$ cat src/bps_pkg.sv
// Buzzer pattern sequencer: shared widths, codes, item and stage types.
// No dependencies; every other file imports this package.
`timescale 1ns / 1ps

package bps_pkg;

    localparam int MAX_STEPS  = 16;
    localparam int STEP_W     = 4;
    localparam int STEPS_W    = 5;
    localparam int POWER_W    = 8;
    localparam int PERIOD_W   = 16;
    localparam int REPEAT_W   = 16;
    localparam int SCALE_W    = 7;
    localparam int TICK_W     = 8;
    localparam int PROD_W     = POWER_W + SCALE_W;

    // divide by 100 as multiply by reciprocal, exact for PROD_W-bit products
    localparam int PERCENT     = 100;
    localparam int RECIP_SHIFT = 19;
    localparam int RECIP_MUL   = (2 ** RECIP_SHIFT + PERCENT - 1) / PERCENT;
    localparam int RECIP_W     = 13;
    localparam int QUOT_W      = PROD_W + RECIP_W;

    localparam int IN_DATA_W  = 56;
    localparam int OUT_DATA_W = 16;

    localparam logic [1:0] MODE_TICK  = 2'd0;
    localparam logic [1:0] MODE_START = 2'd1;
    localparam logic [1:0] MODE_ENTRY = 2'd2;

    localparam logic [1:0] INSTR_OFF     = 2'd0;
    localparam logic [1:0] INSTR_ON      = 2'd1;
    localparam logic [1:0] INSTR_PATTERN = 2'd2;

    localparam logic [1:0] CFG_ON_POWER   = 2'd0;
    localparam logic [1:0] CFG_DUTY_SCALE = 2'd1;
    localparam logic [1:0] CFG_TICK_MS    = 2'd2;

    localparam logic [POWER_W-1:0] ON_POWER_RST   = 8'd50;
    localparam logic [SCALE_W-1:0] DUTY_SCALE_RST = 7'd100;
    localparam logic [TICK_W-1:0]  TICK_MS_RST    = 8'd10;

    typedef struct packed {
        logic [1:0]          mode;
        logic [1:0]          instruction;
        logic [REPEAT_W-1:0] repeat_total;
        logic [STEPS_W-1:0]  step_total;
        logic [STEP_W-1:0]   entry_index;
        logic [POWER_W-1:0]  entry_power;
        logic [PERIOD_W-1:0] entry_period;
    } t_item;

    typedef struct packed {
        logic [POWER_W-1:0] on_power;
        logic [SCALE_W-1:0] duty_scale;
        logic [TICK_W-1:0]  tick_ms;
    } t_cfg;

    // hand-off from the step stage to the scaling stage
    typedef struct packed {
        logic              upd;
        logic [PROD_W-1:0] product;
        logic              playing;
        logic [STEP_W-1:0] step_now;
    } t_mid;

    function automatic logic has_result(input logic [1:0] mode);
        return (mode == MODE_TICK) || (mode == MODE_START);
    endfunction

endpackage

$ cat src/bps_step.sv
// Buzzer pattern sequencer: sequencing state, step table and raw power product.
// Depends on bps_pkg.
`timescale 1ns / 1ps

module bps_step
    import bps_pkg::*;
(
    input  logic  i_clk,
    input  logic  i_rst_n,
    input  logic  i_en,
    input  t_item i_item,
    input  t_cfg  i_cfg,
    output t_mid  o_mid
);

    logic [1:0]          r_instr, e_instr;
    logic [PERIOD_W-1:0] r_elapsed, e_elapsed, n_elapsed;
    logic [STEP_W-1:0]   r_step, e_step, n_step;
    logic [REPEAT_W-1:0] r_rep_left, e_rep_left, n_rep_left;
    logic [REPEAT_W-1:0] r_rep_set, e_rep_set;
    logic [STEPS_W-1:0]  r_steps, e_steps;
    logic [POWER_W-1:0]  r_pow_tab [MAX_STEPS];
    logic [PERIOD_W-1:0] r_per_tab [MAX_STEPS];

    logic                upd;
    logic [POWER_W-1:0]  power;
    logic [PERIOD_W:0]   sum;
    logic [PERIOD_W-1:0] sum_sat;
    logic [STEPS_W-1:0]  step_inc;

    always_comb begin
        e_instr    = r_instr;
        e_elapsed  = r_elapsed;
        e_step     = r_step;
        e_rep_left = r_rep_left;
        e_rep_set  = r_rep_set;
        e_steps    = r_steps;
        if (i_item.mode == MODE_START) begin
            e_instr    = i_item.instruction;
            e_elapsed  = '0;
            e_step     = '0;
            e_rep_left = i_item.repeat_total;
            e_rep_set  = i_item.repeat_total;
            e_steps    = (i_item.step_total > STEPS_W'(MAX_STEPS)) ?
                         STEPS_W'(MAX_STEPS) : i_item.step_total;
        end

        n_elapsed  = e_elapsed;
        n_step     = e_step;
        n_rep_left = e_rep_left;
        upd        = 1'b0;
        power      = '0;
        sum        = {1'b0, e_elapsed} + (PERIOD_W + 1)'(i_cfg.tick_ms);
        sum_sat    = sum[PERIOD_W] ? '1 : sum[PERIOD_W-1:0];
        step_inc   = {1'b0, e_step} + STEPS_W'(1);

        case (e_instr)
            INSTR_OFF: begin
                upd = 1'b1;
            end
            INSTR_ON: begin
                upd   = 1'b1;
                power = i_cfg.on_power;
            end
            INSTR_PATTERN: begin
                if (e_rep_left != '0) begin
                    upd       = (e_elapsed == '0);
                    power     = r_pow_tab[e_step];
                    n_elapsed = sum_sat;
                    if (sum_sat >= r_per_tab[e_step]) begin
                        n_elapsed = '0;
                        n_step    = step_inc[STEP_W-1:0];
                        if (step_inc >= e_steps) begin
                            n_step = '0;
                            if (e_rep_set != '0)
                                n_rep_left = e_rep_left - REPEAT_W'(1);
                        end
                    end
                end
            end
            default: ;  // unknown instruction holds everything
        endcase
    end

    assign o_mid.upd      = upd;
    assign o_mid.product  = PROD_W'(power) * PROD_W'(i_cfg.duty_scale);
    assign o_mid.playing  = (e_instr == INSTR_PATTERN) && (n_rep_left != '0);
    assign o_mid.step_now = n_step;

    always_ff @(posedge i_clk) begin
        if (!i_rst_n) begin
            r_instr    <= INSTR_OFF;
            r_elapsed  <= '0;
            r_step     <= '0;
            r_rep_left <= '0;
            r_rep_set  <= '0;
            r_steps    <= '0;
            for (int i = 0; i < MAX_STEPS; i++) begin
                r_pow_tab[i] <= '0;
                r_per_tab[i] <= '0;
            end
        end else if (i_en) begin
            if (has_result(i_item.mode)) begin
                r_instr    <= e_instr;
                r_elapsed  <= n_elapsed;
                r_step     <= n_step;
                r_rep_left <= n_rep_left;
                r_rep_set  <= e_rep_set;
                r_steps    <= e_steps;
            end else if (i_item.mode == MODE_ENTRY) begin
                r_pow_tab[i_item.entry_index] <= i_item.entry_power;
                r_per_tab[i_item.entry_index] <= i_item.entry_period;
            end
        end
    end

endmodule

$ cat src/bps_scale.sv
// Buzzer pattern sequencer: percent scaling of the power product and held duty.
// Depends on bps_pkg.
`timescale 1ns / 1ps

module bps_scale
    import bps_pkg::*;
(
    input  logic               i_clk,
    input  logic               i_rst_n,
    input  logic               i_en,
    input  t_mid               i_mid,
    output logic [POWER_W-1:0] o_duty
);

    logic [POWER_W-1:0] r_held_duty, n_held_duty;
    logic [QUOT_W-1:0]  recip_prod;
    logic [PROD_W-1:0]  quot;
    logic [POWER_W-1:0] quot_sat;

    assign recip_prod = QUOT_W'(i_mid.product) * QUOT_W'(RECIP_MUL);
    assign quot       = PROD_W'(recip_prod >> RECIP_SHIFT);
    assign quot_sat   = (quot > PROD_W'(255)) ? '1 : quot[POWER_W-1:0];

    assign n_held_duty = i_mid.upd ? quot_sat : r_held_duty;
    assign o_duty      = n_held_duty;

    always_ff @(posedge i_clk) begin
        if (!i_rst_n) begin
            r_held_duty <= '0;
        end else if (i_en) begin
            r_held_duty <= n_held_duty;
        end
    end

endmodule

$ cat src/buzzer_pattern_sequencer.sv
// Buzzer pattern sequencer top level: handshakes, config registers, pipeline.
// Depends on bps_pkg, bps_step, bps_scale.
//
//  channel   | ports                             | payload
//  ----------+-----------------------------------+---------------------------------
//  input     | i_s_tvalid / o_s_tready           | tuser mode, tdata item fields
//  result    | o_m_tvalid / i_m_tready           | tdata duty, playing, step_now
//  config    | i_cfg_valid / o_cfg_ready         | i_cfg_index, i_cfg_data
//
// One word per cycle sustained while result words are taken. A result passes through the
// input register, step stage register and scaled output register. Table writes and mode 3
// words leave after the input register with no result. Synchronous active-low reset clears
// the valid flags, config registers, sequencing state, held duty and step table, but not the
// payload registers. A stalled result holds; upstream keeps flowing until the stages fill.
`timescale 1ns / 1ps

module buzzer_pattern_sequencer
    import bps_pkg::*;
(
    input  logic                  i_clk,
    input  logic                  i_rst_n,
    input  logic                  i_s_tvalid,
    output logic                  o_s_tready,
    // [1:0] mode
    input  logic [1:0]            i_s_tuser,
    // [1:0] instruction, [17:2] repeat_total, [22:18] step_total,
    // [26:23] entry_index, [34:27] entry_power, [50:35] entry_period, rest zero
    input  logic [IN_DATA_W-1:0]  i_s_tdata,
    output logic                  o_m_tvalid,
    input  logic                  i_m_tready,
    // [7:0] duty, [8] playing, [12:9] step_now, rest zero
    output logic [OUT_DATA_W-1:0] o_m_tdata,
    input  logic                  i_cfg_valid,
    output logic                  o_cfg_ready,
    input  logic [1:0]            i_cfg_index,
    input  logic [7:0]            i_cfg_data
);

    t_cfg  r_cfg;
    t_item r_in, in_item;
    logic  r_in_valid;
    t_mid  r_mid, mid;
    logic  r_mid_valid;
    logic  [POWER_W-1:0] r_duty, duty;
    logic  r_playing;
    logic  [STEP_W-1:0]  r_step_now;
    logic  r_out_valid;

    logic out_free, mid_free, mid_adv, in_adv, in_res;

    assign in_item.mode         = i_s_tuser;
    assign in_item.instruction  = i_s_tdata[1:0];
    assign in_item.repeat_total = i_s_tdata[17:2];
    assign in_item.step_total   = i_s_tdata[22:18];
    assign in_item.entry_index  = i_s_tdata[26:23];
    assign in_item.entry_power  = i_s_tdata[34:27];
    assign in_item.entry_period = i_s_tdata[50:35];

    assign out_free   = !r_out_valid || i_m_tready;
    assign mid_adv    = r_mid_valid && out_free;
    assign mid_free   = !r_mid_valid || out_free;
    assign in_res     = has_result(r_in.mode);
    assign in_adv     = r_in_valid && (mid_free || !in_res);
    assign o_s_tready = !r_in_valid || in_adv;
    assign o_cfg_ready = 1'b1;

    bps_step u_step (
        .i_clk   (i_clk),
        .i_rst_n (i_rst_n),
        .i_en    (in_adv),
        .i_item  (r_in),
        .i_cfg   (r_cfg),
        .o_mid   (mid)
    );

    bps_scale u_scale (
        .i_clk   (i_clk),
        .i_rst_n (i_rst_n),
        .i_en    (mid_adv),
        .i_mid   (r_mid),
        .o_duty  (duty)
    );

    always_ff @(posedge i_clk) begin
        if (!i_rst_n) begin
            r_cfg.on_power   <= ON_POWER_RST;
            r_cfg.duty_scale <= DUTY_SCALE_RST;
            r_cfg.tick_ms    <= TICK_MS_RST;
            r_in_valid       <= 1'b0;
            r_mid_valid      <= 1'b0;
            r_out_valid      <= 1'b0;
        end else begin
            if (i_cfg_valid) begin
                case (i_cfg_index)
                    CFG_ON_POWER:   r_cfg.on_power   <= i_cfg_data;
                    CFG_DUTY_SCALE: r_cfg.duty_scale <= i_cfg_data[SCALE_W-1:0];
                    CFG_TICK_MS:    r_cfg.tick_ms    <= i_cfg_data;
                    default: ;
                endcase
            end
            if (o_s_tready)
                r_in_valid <= i_s_tvalid;
            if (mid_free)
                r_mid_valid <= in_adv && in_res;
            if (out_free)
                r_out_valid <= mid_adv;
        end
    end

    // payload registers
    always_ff @(posedge i_clk) begin
        if (o_s_tready && i_s_tvalid)
            r_in <= in_item;
        if (in_adv && in_res)
            r_mid <= mid;
        if (mid_adv) begin
            r_duty     <= duty;
            r_playing  <= r_mid.playing;
            r_step_now <= r_mid.step_now;
        end
    end

    assign o_m_tvalid = r_out_valid;
    assign o_m_tdata  = {3'b000, r_step_now, r_playing, r_duty};

endmodule

$ cat config.mk
export PLATFORM = sky130hd
export DESIGN_NAME = buzzer_pattern_sequencer
export DESIGN_NICKNAME = d
export VERILOG_FILES = /design/src/bps_pkg.sv /design/src/bps_step.sv /design/src/bps_scale.sv /design/src/buzzer_pattern_sequencer.sv
export SDC_FILE = /design/constraint.sdc
export NUM_CORES = 1
export LEC_CHECK = 0
export ABC_AREA = 0
export BUFFER_PORTS_ARGS = -buffer_cell sky130_fd_sc_hd__buf_4
export CAP_MARGIN = 0
export CORE_AREA = 2 2 261 263
export CTS_BUF_LIST = sky130_fd_sc_hd__clkbuf_2
export DETAILED_ROUTE_END_ITERATION = 16
export DIE_AREA = 0 0 263 265
export GPL_TIMING_DRIVEN = 0
export MAX_ROUTING_LAYER = met4
export SLEW_MARGIN = 20
export SYNTH_ARGS = -nofsm -noshare
export SYNTH_HDL_FRONTEND = slang
export SYNTH_HIERARCHICAL = 1
export SYNTH_SLANG_ARGS = --single-unit
$ cat constraint.sdc
create_clock -name i_clk -period 8.15 [get_ports i_clk]
set_clock_uncertainty 0.1 [all_clocks]
set_input_delay 1.2225 -clock i_clk [delete_from_list [all_inputs] [get_ports i_clk]]
set_output_delay 1.2225 -clock i_clk [all_outputs]
set_load 0.01 [all_outputs]
* Word-level counts from Yosys, hierarchy flattened
Memories as Yosys holds them, arrays and structs flattened. Cells that the tools add are included.
Cells by class: $add $sub $neg 3, $mul 2, $lt $le $gt $ge 4, eq/ne operators 6, mux-type cells 38, reduce and logical (&&, ||, !) cells 28
Operators by type and width (count):
- $mux W16 | 13
- $reduce_bool A16 Y1 | 3
- $mux W8 | 4
- $mul A15 B13 Y28 const B | 1
- $mux W4 | 7
- $add A16 B8 Y17 | 1
- $ge A16 B16 Y1 | 1
- $logic_not A16 Y1 | 1
- $pmux W8 S2 | 1
- $reduce_or A16 Y1 | 1
- $sub A16 B1 Y16 const B | 1
- $mul A8 B7 Y15 | 1
- $mux W5 | 2
- $gt A9 B8 Y1 const B | 1
- $mux W1 | 9
- $reduce_and A2 Y1 | 4
- $reduce_or A8 Y1 | 1
- $eq A2 B1 Y1 const B | 3
- $eq A2 B2 Y1 const B | 3
- $logic_not A2 Y1 | 3
- $add A4 B1 Y5 const B | 1
- $ge A5 B5 Y1 | 1
- $gt A5 B5 Y1 const B | 1
- $logic_and A1 B1 Y1 | 5
- 5 further kinds | 12
Word-level totals: bits in registers 180, bits in writable memories 384, output and inout bits 19, logic and storage cells 110, memories kept 2
Memories:
- u_step.r_per_tab | depth 16, width 16, rd ports 1, clocked after memory_dff 0, write ports 16, line bps_step.sv:23 | logic [PERIOD_W-1:0] r_per_tab [MAX_STEPS];
- u_step.r_pow_tab | depth 16, width 8, rd ports 1, clocked after memory_dff 0, write ports 16, line bps_step.sv:22 | logic [POWER_W-1:0] r_pow_tab [MAX_STEPS];

* Longest topological paths before layout
word-level depth 10, mapped depth 29, gate-level depth less buffers 25

* Modules after synthesis
Netlist, hierarchy kept.
By module, submodules not included:
- bps_step | instances 1, cells an instance 2295, area an instance 24612.4 sq um, sequential area each 12712.2 sq um
- bps_scale | instances 1, cells an instance 425, area an instance 4038.9 sq um, sequential area each 160.2 sq um
- buzzer_pattern_sequencer | instances 1, cells an instance 199, area an instance 3717.3 sq um, sequential area each 3133.0 sq um

* Least setup slack after synthesis
No wires, ideal clock.
path kind flip-flop to flip-flop, start reg r_in[52] in the netlist's numbering, end reg r_mid[19] in the netlist's numbering (data pin), setup time 0.260 ns, data arrival time 6.412 ns, setup slack 1.378 ns, stages on the path, launching flop included 30, buffers on the path 5, cell sequence edfxtp_1 -> nor2b_1 -> buf_2 -> buf_2 -> buf_2 -> buf_2 -> mux2i_1 -> inv_1 -> ha_1 -> inv_1 -> a31oi_4 -> buf_4 -> a22oi_1 -> nor2_1 -> and2_1 -> fa_1 -> inv_1 -> fa_1 -> fa_1 -> fa_1 -> inv_1 -> ha_1 -> inv_1 -> o21bai_1 -> a21oi_1 -> nor2b_1 -> o2111ai_1 -> nand3_1 -> o41a_1 -> xnor2_1
RTL lines:
- start, declared | line buzzer_pattern_sequencer.sv:40 | t_item r_in, in_item;
- start signal, assigned | line buzzer_pattern_sequencer.sv:113 | r_in <= in_item;
- end signal, assigned | line buzzer_pattern_sequencer.sv:115 | r_mid <= mid;
- end, declared | line buzzer_pattern_sequencer.sv:42 | t_mid r_mid, mid;

==> impl_summary.md <==
Synthesis
The largest area contributor in the synthesized netlist is sky130_fd_sc_hd__edfxtp_1. For this run, asynchronously set or reset flops after synthesis account for 0. Sorting the synthesized cells by how often they occur yields 471 x sky130_fd_sc_hd__edfxtp_1, 455 x sky130_fd_sc_hd__and2_1, 305 x sky130_fd_sc_hd__nand2_1, 167 x sky130_fd_sc_hd__ha_1, 160 x sky130_fd_sc_hd__inv_1. After synthesis, the mean cell area works out to between 10 and 15 um2.

The synthesized design contains 471 enable-type register cells. The portion of synthesized cell area occupied by the leading cell type is 0.4370. The share of the yosys chip area belonging to registers is 0.4945. In this run the cell area of the synthesized design comes to about 32000 um2. By area the synthesized netlist is led by sky130_fd_sc_hd__edfxtp_1 44%, sky130_fd_sc_hd__and2_1 8.8%, sky130_fd_sc_hd__ha_1 6.5%, sky130_fd_sc_hd__fa_1 6.1%, sky130_fd_sc_hd__dfxtp_1 5.8%. Yosys mapped the design onto between 80 and 90 distinct sky130hd cell types. After technology mapping, the gate count stands at 2919. The number of warning messages in the yosys log is 6.

The most common cell in the synthesized netlist is sky130_fd_sc_hd__edfxtp_1. The flip-flop cell with the highest count after synthesis is sky130_fd_sc_hd__edfxtp_1. The synthesized design contains 564 register bits.

Detailed routing
The remaining routing DRC violations is 0. Using the TritonRoute via totals, the vias-per-cell ratio works out to about 5.6. The number of search-and-repair iterations in the first detailed-routing pass is 5. The routed length per instance is around 21 um. The via count is roughly 24000.

The count of nets left with antenna violations once routing finished came out at 0. After the first detailed-routing iteration, the DRC count stood at slightly above 2000. For this block, the routed nets add up to around 91000 um of wire.

Final layout
In the final layout, the share of cells above drive strength 1 is 0.1405. After the last flow step, the layout net total stands at ~3600. The synthesis-to-finish area growth is 13.10%. After the flow finishes, the layout carries non-filler instances totaling 4225.

Clock tree
The clock slew at the register clock pins of the worst setup and hold paths is ~100 ps. The number of sinks on the clock net is around 560. The root buffer selected by CTS is sky130_fd_sc_hd__clkbuf_2.

The clock tree from TritonCTS is done. The level count of the clock H-tree is 4. Counting the buffers created by CTS gives 151. Counting along the longest clock path gives a buffer depth of 3. Clock latency on the worst-skew pair, taken at its later pin, is around 1300 ps.

STA
The highest achievable clock rate is around 0.13 GHz. The total count of max-transition violations in the final report is 0. The max-slew headroom at the worst pin is 0.3058. Setup total negative slack on the finished layout was measured at 0 ps. Setup repair after global routing left no endpoint under its margin. The final worst-path cycle share is 0.9574. The final hold violation count came to 0. The worst-margin pin slew is 1041 ps.

The clock period minus worst slack is about 7800 ps. Setup violations remaining at the end of the flow were counted as 0.

Worst setup path
The endpoint arrival time on the critical path is 8730 ps. The startpoint class of the critical path is a register. The critical-path maximum fanout is 10. The critical path capture point type is a register. At the worst endpoint, the required time is 9070 ps. The worst setup path is of the reg -> reg kind.

Power and ir drop
In this run the power spent charging and discharging nets is approximately 2300 uW. The share of total power dissipated in sequential elements is 0.466. In this run the power density over the cells is 193.0 nW/um2. The part of the total power dissipated in combinational logic is 0.242. The cell-internal power is approximately 4700 uW. The share of total power dissipated in the clock network is 0.292. Of the total power, the share spent switching nets is 0.3304. The overall power consumption is just over 7000 uW.

The reported leakage power is 0.01500 uW. The worst voltage drop across the vdd grid is roughly 0.10 mV.

Die
In this run the horizontal extent of the chip is around 260 um. The die is approximately 270 um tall. 92 I/O pins were placed.

The floorplan has 95 rows. The core footprint is ~67000 um2. The floorplan step defined a die boundary enclosing 69700 um2. The starting density of the core is 0.4845.

Global route
The initial antenna violation count is 9. The first-pass GRT wire length is 138300 um. The via count of the first global-routing pass is between 20000 and 25000. In the global route stage, overall resource usage came out at 0.2700.

The maximum number of pins on one net before global-route repair is 38. The overflow left after global routing is 0.

Placed design
The count of buffers added on input and output ports is 82. The congestion estimate from routability-driven global placement came to around 0.92. The wire-length estimate of the detail-placed layout is around 67000 um.

Including well taps, the total number of placed cells is just under 4000.

Job
The tool flagged a number of max-cap violations equal to 0.

Hold path
The worst hold path belongs to the class in -> reg.

Run status
The run finished with clean final reports.
[registers in the layout, summed over array words and instances (netlist names)]
signal	flops
u_step/r_per_tab	256
u_step/r_pow_tab	128
r_in	53
r_cfg	23
r_mid	21
u_step/r_elapsed	16
u_step/r_rep_left	16
u_step/r_rep_set	16
r_duty	8
u_scale/r_held_duty	8
u_step/r_steps	5
r_step_now	4
u_step/r_step	4
u_step/r_instr	2
o_m_tvalid	1
r_in_valid	1
r_mid_valid	1
r_playing	1
[metrics by stage]
step | setup WS (ps) | utilization | hold slack (ps) | area (um2)
3_3_place_gp | -266.0 | 0.5102 | 309.6 | 34080
2_1_floorplan | 1378 | - | 300.3 | 32380
5_1_grt | 39.82 | 0.5480 | 46.43 | 36610
6_report | 347.1 | 0.5480 | 192.4 | 36610
3_5_place_dp | -320.7 | 0.5165 | 313.8 | 34510
4_1_cts | 45.23 | 0.5473 | 17.57 | 36560
[critical path, stage by stage, from the launching register on]
cell                        delay (ps)
sky130_fd_sc_hd__edfxtp_1          510
sky130_fd_sc_hd__buf_4             210
sky130_fd_sc_hd__nand2b_1          180
sky130_fd_sc_hd__buf_6             200
sky130_fd_sc_hd__nand2_1           200
sky130_fd_sc_hd__buf_2             310
sky130_fd_sc_hd__buf_1             520
sky130_fd_sc_hd__nand3_1           220
sky130_fd_sc_hd__a311oi_1          720
sky130_fd_sc_hd__a21oi_1           150
sky130_fd_sc_hd__a22oi_1           260
sky130_fd_sc_hd__nor2_2            120
sky130_fd_sc_hd__and2_1            210
sky130_fd_sc_hd__fa_1              500
sky130_fd_sc_hd__inv_1              60
sky130_fd_sc_hd__fa_1              550
sky130_fd_sc_hd__fa_1              420
sky130_fd_sc_hd__fa_1              490
sky130_fd_sc_hd__inv_1              40
sky130_fd_sc_hd__ha_1              310
sky130_fd_sc_hd__inv_1              60
sky130_fd_sc_hd__o21bai_1           70
sky130_fd_sc_hd__a21oi_1           220
sky130_fd_sc_hd__nor2b_1           100
sky130_fd_sc_hd__o2111ai_1         180
sky130_fd_sc_hd__nand3_1           130
sky130_fd_sc_hd__o41a_1            340
sky130_fd_sc_hd__xnor2_1           130
[layout by cell type (no fill, tap or decap), drive strengths merged, types with 8 or more instances in the layout]
cell type / count
and2: 456
nand3: 43
a21oi: 113
nand2: 305
nor3b: 10
nor2: 93
and3: 8
dfxtp: 93
nand4: 11
buf: 145
dlygate4sd3: 59
xor2: 16
edfxtp: 471
a211oi: 54
nand2b: 16
clkinv: 43
nor3: 41
inv: 168
clkbuf: 345
fa: 98
xnor2: 30
a22oi: 13
o221ai: 17
a21boi: 29
nor4: 11
ha: 167
nor2b: 53
mux2: 50
o21a: 13
mux2i: 95
o211a: 8
a311oi: 25
o21ai: 86
a31oi: 55
[per-layer routing]
layer / GRT usage / part of all wire / up-vias
li1: - / - / 11020
met2: 0.4392 / 0.48 / 821
met4: 0.09915 / 0.026 / 0
met3: 0.04914 / 0.060 / 171
met1: 0.3386 / 0.43 / 11570
met5: - / 0 / -
[logic make-up after synthesis]
family	count (synthesis)	share of synthesized area
and+or+nand+nor	1079	0.1785
xor gates and xnor gates	46	0.01303
DFF	564	0.4945
muxes	145	0.04739
other	2	0.0002320
buffers and inverters	341	0.04264
AOI/OAI and AO/OA	477	0.09861
adders and majority gates	265	0.1252
[what timing repair did]
action / in CTS / in global routing
cloned: 0 / 0
gates resized for setup: 10 / 6
setup buffers: 0 / 1
hold buffers: 59 / 0
endpoints found under the setup margin: 4 / 5
endpoints found under the hold margin: 66 / 0
[path summary, 6_finish.rpt]
check / from / end / slack [ps] / cells after the start
worst max-delay path: r_in[52]$_DFFE_PP_ / r_mid[19]$_DFFE_PP_ / 350 / 27
worst min-delay path: i_cfg_data[2] / r_cfg[2]$_SDFFE_PN0P_ / 190 / 3
worst max register to register: r_in[52]$_DFFE_PP_ / r_mid[19]$_DFFE_PP_ / 350 / 27
worst min register to register: r_mid[4]$_DFFE_PP_ / r_playing$_DFFE_PP_ / 340 / 0
[layout make-up]
type	instances	area (um2)
timing repair buffer	154	1461
buffer	181	788.3
clock inverter	56	356.6
clock buffer	214	1071
fill	5914	30190
tap	873	1092
multi-input combinational	2016	15220
inverter	160	600.6
antenna	7	17.52
sequential	564	16010
[power groups by stage]
stage	combinational (uW)	sequential, uW	clock [uW]
2_1_floorplan	1190	3320	0
3_3_place_gp	1620	3360	0
3_5_place_dp	1680	3360	0
4_1_cts	1720	3290	2140
5_1_grt	1930	3300	2290
6_report	1710	3290	2060
Note: power is estimated with default switching activity, not from simulation.
